==> src/sv/vdpd_pkg.sv <==
`default_nettype none
// ============================================================================
// vdpd_pkg
// Shared types and constants of the varint delta polygon decoder.
// ============================================================================
package vdpd_pkg;

    localparam int PTR_W     = 2;
    localparam int RES_DEPTH = 1 << PTR_W;
    localparam int CNT_W     = PTR_W + 1;
    localparam int MAX_PUSH  = 3;

    typedef enum logic [2:0] {
        PH_RINGS,
        PH_POINTS,
        PH_LON,
        PH_LAT,
        PH_DRAIN
    } phase_t;

    typedef enum logic [1:0] {
        KIND_POINT,
        KIND_CLOSE,
        KIND_DONE,
        KIND_ERROR
    } kind_t;

    typedef enum logic [2:0] {
        ERR_NONE,
        ERR_TRUNCATED,
        ERR_OVERFLOW,
        ERR_SHORT_RING,
        ERR_ZERO_RINGS,
        ERR_TRAILING
    } err_t;

    typedef struct packed {
        kind_t              kind;
        err_t               err;
        logic signed [31:0] lon;
        logic signed [31:0] lat;
        logic [15:0]        poly;
        logic [31:0]        ring;
        logic [31:0]        point;
        logic               ring_end;
        logic               last;
    } result_t;

    typedef struct packed {
        logic [1:0]   n;
        result_t [2:0] slot;
    } push_t;

endpackage
`default_nettype wire

==> src/sv/vdpd_byte_if.sv <==
`default_nettype none
// ============================================================================
// vdpd_byte_if
// Byte stream channel: one encoded byte per beat, last byte marked.
// ============================================================================
interface vdpd_byte_if;
    logic       valid;
    logic       ready;
    logic [7:0] data_byte;
    logic       last_byte;

    modport source (output valid, output data_byte, output last_byte, input ready);
    modport sink (input valid, input data_byte, input last_byte, output ready);
endinterface
`default_nettype wire

==> src/sv/vdpd_cfg_if.sv <==
`default_nettype none
// ============================================================================
// vdpd_cfg_if
// Configuration write channel carrying the polygon count register.
// ============================================================================
interface vdpd_cfg_if;
    logic        valid;
    logic        ready;
    logic [15:0] polygon_count;

    modport source (output valid, output polygon_count, input ready);
    modport sink (input valid, input polygon_count, output ready);
endinterface
`default_nettype wire

==> src/sv/vdpd_result_if.sv <==
`default_nettype none
// ============================================================================
// vdpd_result_if
// Result channel: one decoded point, closing point or status per beat.
// ============================================================================
interface vdpd_result_if;
    logic               valid;
    logic               ready;
    logic [1:0]         result_kind;
    logic [2:0]         error_code;
    logic signed [31:0] longitude_fixed;
    logic signed [31:0] latitude_fixed;
    logic [15:0]        polygon_index;
    logic [31:0]        ring_index;
    logic [31:0]        point_index;
    logic               ring_end;
    logic               last_result;

    modport source (
        output valid, output result_kind, output error_code,
        output longitude_fixed, output latitude_fixed, output polygon_index,
        output ring_index, output point_index, output ring_end,
        output last_result, input ready
    );
    modport sink (
        input valid, input result_kind, input error_code,
        input longitude_fixed, input latitude_fixed, input polygon_index,
        input ring_index, input point_index, input ring_end,
        input last_result, output ready
    );
endinterface
`default_nettype wire

==> src/sv/vdpd_core.sv <==
`default_nettype none
// ============================================================================
// vdpd_core
// Input byte register and combinational varint/delta decode of one byte.
// ============================================================================
module vdpd_core (
    input  logic                 clk,
    input  logic                 rst_n,
    vdpd_byte_if.sink            bytes,
    input  logic [15:0]          polygon_count,
    input  logic                 room,
    output vdpd_pkg::push_t      push
);

    logic                in_valid_reg;
    logic                in_valid_next;
    logic [7:0]          in_byte_reg;
    logic                in_last_reg;
    logic                accept;
    logic                fire;

    vdpd_pkg::phase_t    phase_reg,     phase_next;
    logic [31:0]         acc_reg,       acc_next;
    logic [2:0]          cnt_reg,       cnt_next;
    logic [15:0]         poly_reg,      poly_next;
    logic [31:0]         rings_reg,     rings_next;
    logic [31:0]         ring_reg,      ring_next;
    logic [31:0]         points_reg,    points_next;
    logic [31:0]         point_reg,     point_next;
    logic [31:0]         run_lon_reg,   run_lon_next;
    logic [31:0]         run_lat_reg,   run_lat_next;
    logic [31:0]         first_lon_reg, first_lon_next;
    logic [31:0]         first_lat_reg, first_lat_next;

    // Decode terms shared by the next-state and output logic.
    logic                active;
    logic                trailing;
    logic                cont;
    logic [2:0]          cnt_clamp;
    logic [2:0]          cnt_inc;
    logic [4:0]          shift;
    logic [31:0]         acc_new;
    logic [31:0]         delta;
    logic                is_first;
    logic [31:0]         lon_sum;
    logic [31:0]         lat_sum;
    logic [31:0]         first_lon_eff;
    logic [31:0]         first_lat_eff;
    logic [31:0]         point_inc;
    logic [31:0]         ring_inc;
    logic [15:0]         poly_inc;
    logic                final_pt;
    logic                ring_last;
    logic                closes;
    logic                lat_done;
    logic                done_ok;
    vdpd_pkg::err_t      err;

    assign accept       = bytes.valid && bytes.ready;
    assign fire         = in_valid_reg && room;
    assign bytes.ready  = !in_valid_reg || room;

    always_comb
    begin
        in_valid_next = in_valid_reg;
        if (accept)
        begin
            in_valid_next = 1'b1;
        end
        else if (fire)
        begin
            in_valid_next = 1'b0;
        end
    end

    always_ff @(posedge clk or negedge rst_n)
    begin
        if (!rst_n)
        begin
            in_valid_reg <= 1'b0;
        end
        else
        begin
            in_valid_reg <= in_valid_next;
        end
    end

    always_ff @(posedge clk)
    begin
        if (accept)
        begin
            in_byte_reg <= bytes.data_byte;
            in_last_reg <= bytes.last_byte;
        end
    end

    // ------------------------------------------------------------------
    // Byte decode
    // ------------------------------------------------------------------
    always_comb
    begin
        active    = (phase_reg != vdpd_pkg::PH_DRAIN);
        trailing  = (phase_reg == vdpd_pkg::PH_RINGS) && (poly_reg >= polygon_count);
        cont      = in_byte_reg[7];
        cnt_clamp = (cnt_reg > 3'd4) ? 3'd4 : cnt_reg;
        cnt_inc   = cnt_clamp + 3'd1;
        unique case (cnt_clamp)
            3'd0:    shift = 5'd0;
            3'd1:    shift = 5'd7;
            3'd2:    shift = 5'd14;
            3'd3:    shift = 5'd21;
            default: shift = 5'd28;
        endcase
        acc_new   = acc_reg | ({25'd0, in_byte_reg[6:0]} << shift);
        delta     = {1'b0, acc_new[31:1]} ^ {32{acc_new[0]}};
        is_first  = (point_reg == 32'd0);
        lon_sum   = is_first ? delta : run_lon_reg + delta;
        lat_sum   = is_first ? delta : run_lat_reg + delta;
        first_lon_eff = is_first ? run_lon_reg : first_lon_reg;
        first_lat_eff = is_first ? lat_sum : first_lat_reg;
        point_inc = point_reg + 32'd1;
        ring_inc  = ring_reg + 32'd1;
        poly_inc  = poly_reg + 16'd1;
        final_pt  = (point_inc == points_reg);
        ring_last = (ring_inc == rings_reg);
        closes    = (run_lon_reg == first_lon_eff) && (lat_sum == first_lat_eff);
        lat_done  = (phase_reg == vdpd_pkg::PH_LAT) && !cont;
        // The boundary is complete only when this byte closes the last ring
        // of the last expected polygon.
        done_ok   = lat_done && final_pt && ring_last && (poly_inc >= polygon_count);

        priority if (!active)
        begin
            err = vdpd_pkg::ERR_NONE;
        end
        else if (trailing)
        begin
            err = vdpd_pkg::ERR_TRAILING;
        end
        else if (cont)
        begin
            err = (cnt_inc >= 3'd5) ? vdpd_pkg::ERR_OVERFLOW : vdpd_pkg::ERR_NONE;
        end
        else if ((phase_reg == vdpd_pkg::PH_RINGS) && (acc_new == 32'd0))
        begin
            err = vdpd_pkg::ERR_ZERO_RINGS;
        end
        else if ((phase_reg == vdpd_pkg::PH_POINTS) && (acc_new < 32'd3))
        begin
            err = vdpd_pkg::ERR_SHORT_RING;
        end
        else
        begin
            err = vdpd_pkg::ERR_NONE;
        end
    end

    // ------------------------------------------------------------------
    // Next state
    // ------------------------------------------------------------------
    always_comb
    begin
        phase_next     = phase_reg;
        acc_next       = acc_reg;
        cnt_next       = cnt_reg;
        poly_next      = poly_reg;
        rings_next     = rings_reg;
        ring_next      = ring_reg;
        points_next    = points_reg;
        point_next     = point_reg;
        run_lon_next   = run_lon_reg;
        run_lat_next   = run_lat_reg;
        first_lon_next = first_lon_reg;
        first_lat_next = first_lat_reg;

        if (fire && active && !trailing)
        begin
            if (cont)
            begin
                acc_next = acc_new;
                cnt_next = cnt_inc;
            end
            else
            begin
                acc_next = 32'd0;
                cnt_next = 3'd0;
                unique case (phase_reg)
                    vdpd_pkg::PH_RINGS:
                    begin
                        if (err == vdpd_pkg::ERR_NONE)
                        begin
                            rings_next = acc_new;
                            ring_next  = 32'd0;
                            phase_next = vdpd_pkg::PH_POINTS;
                        end
                    end
                    vdpd_pkg::PH_POINTS:
                    begin
                        if (err == vdpd_pkg::ERR_NONE)
                        begin
                            points_next = acc_new;
                            point_next  = 32'd0;
                            phase_next  = vdpd_pkg::PH_LON;
                        end
                    end
                    vdpd_pkg::PH_LON:
                    begin
                        run_lon_next = lon_sum;
                        phase_next   = vdpd_pkg::PH_LAT;
                    end
                    vdpd_pkg::PH_LAT:
                    begin
                        run_lat_next = lat_sum;
                        if (is_first)
                        begin
                            first_lon_next = run_lon_reg;
                            first_lat_next = lat_sum;
                        end
                        point_next = point_inc;
                        if (final_pt)
                        begin
                            ring_next = ring_inc;
                            if (ring_last)
                            begin
                                poly_next  = poly_inc;
                                phase_next = vdpd_pkg::PH_RINGS;
                            end
                            else
                            begin
                                phase_next = vdpd_pkg::PH_POINTS;
                            end
                        end
                        else
                        begin
                            phase_next = vdpd_pkg::PH_LON;
                        end
                    end
                    vdpd_pkg::PH_DRAIN:
                    begin
                        phase_next = phase_reg;
                    end
                    default:
                    begin
                        phase_next = vdpd_pkg::PH_RINGS;
                    end
                endcase
            end
        end

        if (fire && (err != vdpd_pkg::ERR_NONE) && !in_last_reg)
        begin
            phase_next = vdpd_pkg::PH_DRAIN;
            acc_next   = 32'd0;
            cnt_next   = 3'd0;
        end

        // The marked last byte always returns the block to idle.
        if (fire && in_last_reg)
        begin
            phase_next     = vdpd_pkg::PH_RINGS;
            acc_next       = 32'd0;
            cnt_next       = 3'd0;
            poly_next      = 16'd0;
            rings_next     = 32'd0;
            ring_next      = 32'd0;
            points_next    = 32'd0;
            point_next     = 32'd0;
            run_lon_next   = 32'd0;
            run_lat_next   = 32'd0;
            first_lon_next = 32'd0;
            first_lat_next = 32'd0;
        end
    end

    always_ff @(posedge clk or negedge rst_n)
    begin
        if (!rst_n)
        begin
            phase_reg     <= vdpd_pkg::PH_RINGS;
            acc_reg       <= 32'd0;
            cnt_reg       <= 3'd0;
            poly_reg      <= 16'd0;
            rings_reg     <= 32'd0;
            ring_reg      <= 32'd0;
            points_reg    <= 32'd0;
            point_reg     <= 32'd0;
            run_lon_reg   <= 32'd0;
            run_lat_reg   <= 32'd0;
            first_lon_reg <= 32'd0;
            first_lat_reg <= 32'd0;
        end
        else
        begin
            phase_reg     <= phase_next;
            acc_reg       <= acc_next;
            cnt_reg       <= cnt_next;
            poly_reg      <= poly_next;
            rings_reg     <= rings_next;
            ring_reg      <= ring_next;
            points_reg    <= points_next;
            point_reg     <= point_next;
            run_lon_reg   <= run_lon_next;
            run_lat_reg   <= run_lat_next;
            first_lon_reg <= first_lon_next;
            first_lat_reg <= first_lat_next;
        end
    end

    // ------------------------------------------------------------------
    // Results of this byte, packed into consecutive slots
    // ------------------------------------------------------------------
    always_comb
    begin
        vdpd_pkg::result_t pt_res;
        vdpd_pkg::result_t cl_res;
        vdpd_pkg::result_t tl_res;
        logic              p_valid;
        logic              c_valid;
        logic              t_valid;

        p_valid = fire && active && !trailing && lat_done;
        c_valid = p_valid && final_pt && !closes;
        t_valid = fire && active && ((err != vdpd_pkg::ERR_NONE) || in_last_reg);

        pt_res.kind     = vdpd_pkg::KIND_POINT;
        pt_res.err      = vdpd_pkg::ERR_NONE;
        pt_res.lon      = run_lon_reg;
        pt_res.lat      = lat_sum;
        pt_res.poly     = poly_reg;
        pt_res.ring     = ring_reg;
        pt_res.point    = point_reg;
        pt_res.ring_end = final_pt && closes;
        pt_res.last     = !c_valid && !t_valid;

        cl_res.kind     = vdpd_pkg::KIND_CLOSE;
        cl_res.err      = vdpd_pkg::ERR_NONE;
        cl_res.lon      = first_lon_eff;
        cl_res.lat      = first_lat_eff;
        cl_res.poly     = poly_reg;
        cl_res.ring     = ring_reg;
        cl_res.point    = point_inc;
        cl_res.ring_end = 1'b1;
        cl_res.last     = !t_valid;

        tl_res.lon      = 32'sd0;
        tl_res.lat      = 32'sd0;
        tl_res.poly     = 16'd0;
        tl_res.ring     = 32'd0;
        tl_res.point    = 32'd0;
        tl_res.ring_end = 1'b0;
        tl_res.last     = 1'b1;
        if (err != vdpd_pkg::ERR_NONE)
        begin
            tl_res.kind = vdpd_pkg::KIND_ERROR;
            tl_res.err  = err;
        end
        else if (done_ok)
        begin
            tl_res.kind = vdpd_pkg::KIND_DONE;
            tl_res.err  = vdpd_pkg::ERR_NONE;
        end
        else
        begin
            tl_res.kind = vdpd_pkg::KIND_ERROR;
            tl_res.err  = vdpd_pkg::ERR_TRUNCATED;
        end

        push.n       = {1'b0, p_valid} + {1'b0, c_valid} + {1'b0, t_valid};
        push.slot[0] = p_valid ? pt_res : tl_res;
        push.slot[1] = c_valid ? cl_res : tl_res;
        push.slot[2] = tl_res;
    end

    // ------------------------------------------------------------------
    // Assertions
    // ------------------------------------------------------------------
    a_drain_silent: assert property (@(posedge clk) disable iff (!rst_n)
        (fire && (phase_reg == vdpd_pkg::PH_DRAIN)) |-> (push.n == 2'd0))
        else $error("results produced while draining after an error");

    a_varint_len: assert property (@(posedge clk) disable iff (!rst_n)
        cnt_reg <= 3'd4)
        else $error("varint byte count beyond four");

    a_last_idles: assert property (@(posedge clk) disable iff (!rst_n)
        (fire && in_last_reg) |=> ((phase_reg == vdpd_pkg::PH_RINGS) &&
                                   (cnt_reg == 3'd0) && (poly_reg == 16'd0)))
        else $error("last byte did not return the decoder to idle");

endmodule
`default_nettype wire

==> src/sv/vdpd_result_fifo.sv <==
`default_nettype none
// ============================================================================
// vdpd_result_fifo
// Small result queue: up to three writes per cycle, one read per cycle.
// ============================================================================
module vdpd_result_fifo (
    input  logic             clk,
    input  logic             rst_n,
    input  vdpd_pkg::push_t  push,
    output logic             room,
    vdpd_result_if.source    results
);

    vdpd_pkg::result_t                 mem_reg [vdpd_pkg::RES_DEPTH];
    logic [vdpd_pkg::PTR_W-1:0]        wr_ptr_reg, wr_ptr_next;
    logic [vdpd_pkg::PTR_W-1:0]        rd_ptr_reg, rd_ptr_next;
    logic [vdpd_pkg::CNT_W-1:0]        count_reg,  count_next;
    logic                              pop;
    vdpd_pkg::result_t                 head;

    // Room is judged on the registered count so that ready does not depend
    // on the downstream ready.
    assign room = count_reg <=
                  vdpd_pkg::CNT_W'(vdpd_pkg::RES_DEPTH - vdpd_pkg::MAX_PUSH);
    assign pop  = results.valid && results.ready;

    always_comb
    begin
        wr_ptr_next = wr_ptr_reg + vdpd_pkg::PTR_W'(push.n);
        rd_ptr_next = rd_ptr_reg + vdpd_pkg::PTR_W'(pop);
        count_next  = count_reg + vdpd_pkg::CNT_W'(push.n) - vdpd_pkg::CNT_W'(pop);
    end

    always_ff @(posedge clk or negedge rst_n)
    begin
        if (!rst_n)
        begin
            wr_ptr_reg <= '0;
            rd_ptr_reg <= '0;
            count_reg  <= '0;
        end
        else
        begin
            wr_ptr_reg <= wr_ptr_next;
            rd_ptr_reg <= rd_ptr_next;
            count_reg  <= count_next;
        end
    end

    always_ff @(posedge clk)
    begin
        for (int k = 0; k < vdpd_pkg::MAX_PUSH; k++)
        begin
            if (k < int'(push.n))
            begin
                mem_reg[wr_ptr_reg + vdpd_pkg::PTR_W'(k)] <= push.slot[k];
            end
        end
    end

    assign head                    = mem_reg[rd_ptr_reg];
    assign results.valid           = (count_reg != '0);
    assign results.result_kind     = head.kind;
    assign results.error_code      = head.err;
    assign results.longitude_fixed = head.lon;
    assign results.latitude_fixed  = head.lat;
    assign results.polygon_index   = head.poly;
    assign results.ring_index      = head.ring;
    assign results.point_index     = head.point;
    assign results.ring_end        = head.ring_end;
    assign results.last_result     = head.last;

    a_no_overfill: assert property (@(posedge clk) disable iff (!rst_n)
        count_reg <= vdpd_pkg::CNT_W'(vdpd_pkg::RES_DEPTH))
        else $error("result queue holds more than its depth");

    a_push_room: assert property (@(posedge clk) disable iff (!rst_n)
        (push.n != 2'd0) |-> room)
        else $error("results pushed without room for a whole byte");

    a_pop_only: assert property (@(posedge clk) disable iff (!rst_n)
        (pop && (push.n == 2'd0)) |=> (count_reg == $past(count_reg) - 1'b1))
        else $error("queue count did not drop after a lone read");

endmodule
`default_nettype wire

==> src/sv/varint_delta_polygon_decoder_top.sv <==
`default_nettype none
// ============================================================================
// varint_delta_polygon_decoder_top
// Zigzag varint delta polygon decoder: encoded boundary bytes in, points out.
// ============================================================================
// Usage:
//   cfg     : write the polygon count while the block is idle; always ready.
//   bytes   : one encoded byte per beat, last_byte set on the final byte.
//   results : one point, closing point, completion or error per beat;
//             last_result marks the final result caused by a byte.
// Timing: a byte is decoded in the cycle after it is taken, and its results
//   are written into the result queue, which offers them.
// Throughput: one byte per cycle while results is ready and each byte gives
//   at most one result. A byte can give up to three results; the four-entry
//   result queue drains one per cycle, and the byte register only moves on
//   while the queue has three free entries, so such bytes hold the input back.
// Stalls: when results is not ready the queue fills, the byte register
//   holds, and bytes.ready drops; nothing is lost or repeated.
// Reset: clears the polygon count to zero, empties the queue and returns
//   the decoder to idle, expecting a ring count.
// ============================================================================
module varint_delta_polygon_decoder_top (
    input  logic           clk,
    input  logic           rst_n,
    vdpd_cfg_if.sink       cfg,
    vdpd_byte_if.sink      bytes,
    vdpd_result_if.source  results
);

    logic [15:0]      polygon_count_reg;
    logic [15:0]      polygon_count_next;
    logic             room;
    vdpd_pkg::push_t  push;

    assign cfg.ready = 1'b1;

    always_comb
    begin
        polygon_count_next = polygon_count_reg;
        if (cfg.valid && cfg.ready)
        begin
            polygon_count_next = cfg.polygon_count;
        end
    end

    always_ff @(posedge clk or negedge rst_n)
    begin
        if (!rst_n)
        begin
            polygon_count_reg <= 16'd0;
        end
        else
        begin
            polygon_count_reg <= polygon_count_next;
        end
    end

    vdpd_core u_core (
        .clk           (clk),
        .rst_n         (rst_n),
        .bytes         (bytes),
        .polygon_count (polygon_count_reg),
        .room          (room),
        .push          (push)
    );

    vdpd_result_fifo u_fifo (
        .clk     (clk),
        .rst_n   (rst_n),
        .push    (push),
        .room    (room),
        .results (results)
    );

endmodule
`default_nettype wire
==> src/flat_wrapper.sv <==
// flat-port wrapper written by rule: the top's interface ports become plain ports
module varint_delta_polygon_decoder_top_flat 
  (clk, rst_n, cfg_valid, cfg_polygon_count, cfg_ready, bytes_valid, bytes_data_byte, bytes_last_byte, bytes_ready, results_valid, results_result_kind, results_error_code, results_longitude_fixed, results_latitude_fixed, results_polygon_index, results_ring_index, results_point_index, results_ring_end, results_last_result, results_ready);
  vdpd_cfg_if cfg_i ();
  vdpd_byte_if bytes_i ();
  vdpd_result_if results_i ();
  input  logic clk;
  input  logic rst_n;
  input wire logic [$bits(cfg_i.valid)-1:0] cfg_valid;
  input wire logic [$bits(cfg_i.polygon_count)-1:0] cfg_polygon_count;
  output wire logic [$bits(cfg_i.ready)-1:0] cfg_ready;
  input wire logic [$bits(bytes_i.valid)-1:0] bytes_valid;
  input wire logic [$bits(bytes_i.data_byte)-1:0] bytes_data_byte;
  input wire logic [$bits(bytes_i.last_byte)-1:0] bytes_last_byte;
  output wire logic [$bits(bytes_i.ready)-1:0] bytes_ready;
  output wire logic [$bits(results_i.valid)-1:0] results_valid;
  output wire logic [$bits(results_i.result_kind)-1:0] results_result_kind;
  output wire logic [$bits(results_i.error_code)-1:0] results_error_code;
  output wire logic [$bits(results_i.longitude_fixed)-1:0] results_longitude_fixed;
  output wire logic [$bits(results_i.latitude_fixed)-1:0] results_latitude_fixed;
  output wire logic [$bits(results_i.polygon_index)-1:0] results_polygon_index;
  output wire logic [$bits(results_i.ring_index)-1:0] results_ring_index;
  output wire logic [$bits(results_i.point_index)-1:0] results_point_index;
  output wire logic [$bits(results_i.ring_end)-1:0] results_ring_end;
  output wire logic [$bits(results_i.last_result)-1:0] results_last_result;
  input wire logic [$bits(results_i.ready)-1:0] results_ready;
  assign cfg_i.valid = cfg_valid;
  assign cfg_i.polygon_count = cfg_polygon_count;
  assign cfg_ready = cfg_i.ready;
  assign bytes_i.valid = bytes_valid;
  assign bytes_i.data_byte = bytes_data_byte;
  assign bytes_i.last_byte = bytes_last_byte;
  assign bytes_ready = bytes_i.ready;
  assign results_valid = results_i.valid;
  assign results_result_kind = results_i.result_kind;
  assign results_error_code = results_i.error_code;
  assign results_longitude_fixed = results_i.longitude_fixed;
  assign results_latitude_fixed = results_i.latitude_fixed;
  assign results_polygon_index = results_i.polygon_index;
  assign results_ring_index = results_i.ring_index;
  assign results_point_index = results_i.point_index;
  assign results_ring_end = results_i.ring_end;
  assign results_last_result = results_i.last_result;
  assign results_i.ready = results_ready;
  varint_delta_polygon_decoder_top u_core (.clk(clk), .rst_n(rst_n), .cfg(cfg_i), .bytes(bytes_i), .results(results_i));
endmodule
==> config.mk <==
export PLATFORM = sky130hd
export DESIGN_NAME = varint_delta_polygon_decoder_top_flat
export DESIGN_NICKNAME = d
export VERILOG_FILES = /design/src/sv/vdpd_pkg.sv /design/src/sv/vdpd_byte_if.sv /design/src/sv/vdpd_cfg_if.sv /design/src/sv/vdpd_result_if.sv /design/src/sv/vdpd_core.sv /design/src/sv/vdpd_result_fifo.sv /design/src/sv/varint_delta_polygon_decoder_top.sv /design/src/flat_wrapper.sv
export SDC_FILE = /design/constraint.sdc
export NUM_CORES = 2
export LEC_CHECK = 0
export ABC_AREA = 1
export BUFFER_PORTS_ARGS = -buffer_cell sky130_fd_sc_hd__buf_4
export CAP_MARGIN = 20
export CELL_PAD_IN_SITES_DETAIL_PLACEMENT = 0
export CELL_PAD_IN_SITES_GLOBAL_PLACEMENT = 1
export CORE_MARGIN = 2
export CORE_UTILIZATION = 43
export CTS_BUF_LIST = sky130_fd_sc_hd__clkbuf_8
export DETAILED_ROUTE_END_ITERATION = 8
export HOLD_SLACK_MARGIN = 0.02
export PLACE_DENSITY_LB_ADDON = 0.1
export SLEW_MARGIN = 40
export SYNTH_ARGS = -nofsm -noshare
export SYNTH_HDL_FRONTEND = slang
export SYNTH_SLANG_ARGS = --single-unit
==> constraint.sdc <==
create_clock -name clk -period 7.4 [get_ports clk]
set_clock_uncertainty 0.15 [all_clocks]
set_input_delay 2.22 -clock clk [delete_from_list [all_inputs] [get_ports clk]]
set_output_delay 2.22 -clock clk [all_outputs]
set_load 0.02 [all_outputs]
==> metrics.md <==
| Metric | Value |
|---|---|
| Status | complete, no violations |
| Final Power | 27.1 mW |
| Top cells by count, synth | nand2_1, o21ai_0, nor2_1 |
| Fmax | 143 MHz |
| Clk buf depth | 3 |
| All-Layer GR Usage | 0.340 |
| Async S/R FF share, synth | 0.353 |
| Htree depth | 4 |
| Post-synthesis cell count | 7745 |
| Synth top area cells | dfxtp_1, dfrtp_1, nand2_1, o21ai_0, nor2_1 |
| Reg clk slew, reported paths | 60 ps |
| Worst hold path cell count | 2 |
| Vias/cell | 5.64 |
| Gate power share | 0.539 |
| Power Density | between 400 and 500 nW/um^2 |
| Via count | 54600 |
| Final worst-path cycle share | 0.946 |
| Max stage delay on crit path | roughly 530 ps |
| Final min period | 7000 ps |
| Most numerous cell in the Yosys netlist | nand2_1 |
| CP startpoint kind | flop |
| Antenna-violating nets left | 0 |
| Initial antenna violation count | 8 |
| DIE AREA | 126000 um^2 |
| Mapped Area | 52900 um^2 |
| Final hold viol count | 0 |
| Post-synthesis mux area share | 0.000213 |
| Root Driver | clkbuf_8 |
| First DRT Iteration DRCs | roughly 5200 |
| Req. time, crit path | ~8100 ps |
| Vert. Die Dim | 355 um |
| Simple-gate share of the synthesized area | 0.281 |
| Commonest register cell after synthesis | dfxtp_1 |
| TritonCTS clock tree | built |
| R2R depth | 44 |
| Top-level I/O count | 184 |
| Largest family of logic cells by synthesized area | simple AND/OR/NAND/NOR gates |
| Post-synth EDFFs | 25 |
| Mapped Avg Cell Area | 6.83 um^2 |
| Xor/xnor cell area share of the yosys netlist | 0.0229 |
| Fraction of layout instances using a drive strength above 1 | 0.111 |
| Sequential cell area fraction in the yosys report | 0.395 |
| Vias in the first global route | between 50000 and 60000 |
| Sw Share | 0.481 |
| Number of synthesized register bits | 947 |
| Nets | about 8000 |
| GRT overflow | 0 |
| Num CTS Buffers | 175 |
| Top cell type's share of synthesized area | 0.223 |
| Synthesis Warnings | 0 |
| Synth Area in Compound Gates | 0.196 |
| Clock latency on the worst-skew pair | 930 ps |
| DR WL/cell | 22.9 um |
| Mapped Nets | 7887 |
| Hold buffers post-CTS | 0 |
| CP Class | flop to flop |
| Max reg flops | between 600 and 700 |
| Clk pwr share | 0.194 |
| Initial core utilization | 0.434 |
| Worst-Margin Slew | 898 ps |
| DRC viols | 0 |
| Net Switching | 13.0 mW |
| First-pass GRT wire length | ~330 mm |
| Sequential power share | 0.267 |
| RSZ-0062 raised after global routing | false |
| Chip width | about 350 um |
| Slew headroom | 0.401 |
| Largest net degree at the start of global routing | ~130 |
| Drt first pass iters | 7 |
| Leak pwr | 29.3 nW |
| Peak VDD IR | 328 uV |
| Routed wire length | approximately 220 mm |
| PortBufs | 182 |
| Data arrival time of the worst path | between 7000 and 8000 ps |
| CP max FO | 14 |
| Placeable Area | 122000 um^2 |
| GPL Wtd Cong | between 0.9 and 1 |
| Yosys cell types | 67 |
| Layout area overhead | 15.7% |
| Int Pwr | 14.0 mW |
| Post-synthesis cell type with the largest combined area | dfxtp_1 |
| Setup violators final | 0 |
| Area share of fa/ha/maj cells after synthesis | 0.0271 |
| Setup tns final | 0 ps |
| Critical Path Most Common Cell | nand2_1 |
| CTS Sinks | 947 |
| Post-DP HPWL | 151 mm |
| Rows | between 100 and 150 |
| Max-cap violations | 0 |
| Crit end category | flop |
| Slowest-stage cell, CP | fa_1 |
| Worst hold-check path type | flop to flop |
| Max-slew violations | 0 |
worst paths after layout:
check,from,endpoint,slack (ps)
setup / recovery,u_core.u_core.cnt_reg[2],u_core.u_fifo.mem_reg[2][37],400
hold / removal,u_core.u_fifo.mem_reg[1][58],u_core.u_fifo.mem_reg[1][58],300
setup reg to reg,u_core.u_core.cnt_reg[2],u_core.u_fifo.mem_reg[2][37],400
hold reg to reg,u_core.u_fifo.mem_reg[1][58],u_core.u_fifo.mem_reg[1][58],300
max in group asynchronous,rst_n,u_core.u_core.run_lat_reg[18],4750
min in group asynchronous,rst_n,u_core.u_core.ring_reg[18],1070
final cells by class:
| cell class | count | area (um^2) |
|---|---|---|
| antenna | 2 | 5.00 |
| clock buffer | 216 | 2970 |
| timing repair buffer | 419 | 4130 |
| fill | 12600 | 60700 |
| clock inverter | 112 | 648 |
| multi-input combinational | 5757 | 28200 |
| sequential | 947 | 20900 |
| inverter | 597 | 2290 |
| tap | 1625 | 2030 |
cells by family after synthesis:
family,Yosys count
flip-flops,947
AND/OR/NAND/NOR,3550
XOR/XNOR,134
adder cells (fa/ha/maj),112
other,1
multiplexers,1
buffers and inverters,1041
AO/OA/AOI/OAI,1959
metal layers:
metal,up-vias,wire length [um],global-route usage
met4,2,11000,0.169
met3,415,13900,0.0450
li1,26000,-,-
met5,-,13,0
met2,2118,104000,0.563
met1,26100,93000,0.437
critical path, delay by kind of cell, from the launching register on:
family	cells	cell delay, ps
xor+xnor	1	290
buf+inv	11	1480
simple gates	28	3280
flops	1	450
fa+ha+maj	3	1170
compound gates	1	60
power by group through the flow:
stage / registers, mW / logic, mW / clock network (mW)
floorplan: 6.99 / 8.56 / 0
global placement: 7.27 / 14.1 / 0
detailed placement: 7.29 / 14.2 / 0
CTS: 7.20 / 14.2 / 5.35
global route: 7.35 / 15.8 / 5.57
finish: 7.23 / 14.6 / 5.26
stage by stage:
step	hold WS [ps]	utilization	setup WS (ps)	cell area, um^2	std cells
finish	299	0.502	396	61200	9675
global route	322	0.502	3.83	61200	9674
CTS	305	0.499	99.4	60800	9665
detailed placement	290	0.469	-74.4	57200	9337
global placement	282	0.468	-151	57000	9334
floorplan	273	-	407	52900	7745
cells in the final DEF (no fill, tap or decap), drive strengths merged, types with 15 or more instances in the layout:
master,netlist,routed
a21oi,496,496
clkinv,2,26
clkbuf,363,220
xor2,108,108
or2,59,59
ha,108,108
xnor2,24,24
edfxtp,25,25
nand3b,20,20
o21bai,15,15
dfrtp,334,334
nand3,402,402
nor3,70,70
inv,595,672
o22ai,208,208
nor2,981,981
nand4,117,117
nand2,1876,1876
o21ai,1181,1181
dfxtp,588,588
buf,81,415
what timing repair did:
item,in CTS,in global routing
setup buffers,0,4
setup endpoints to repair,141,613
pin swaps,0,5
resized for setup,3,69
cloned,0,4
Power figures use the tool's default switching activity.
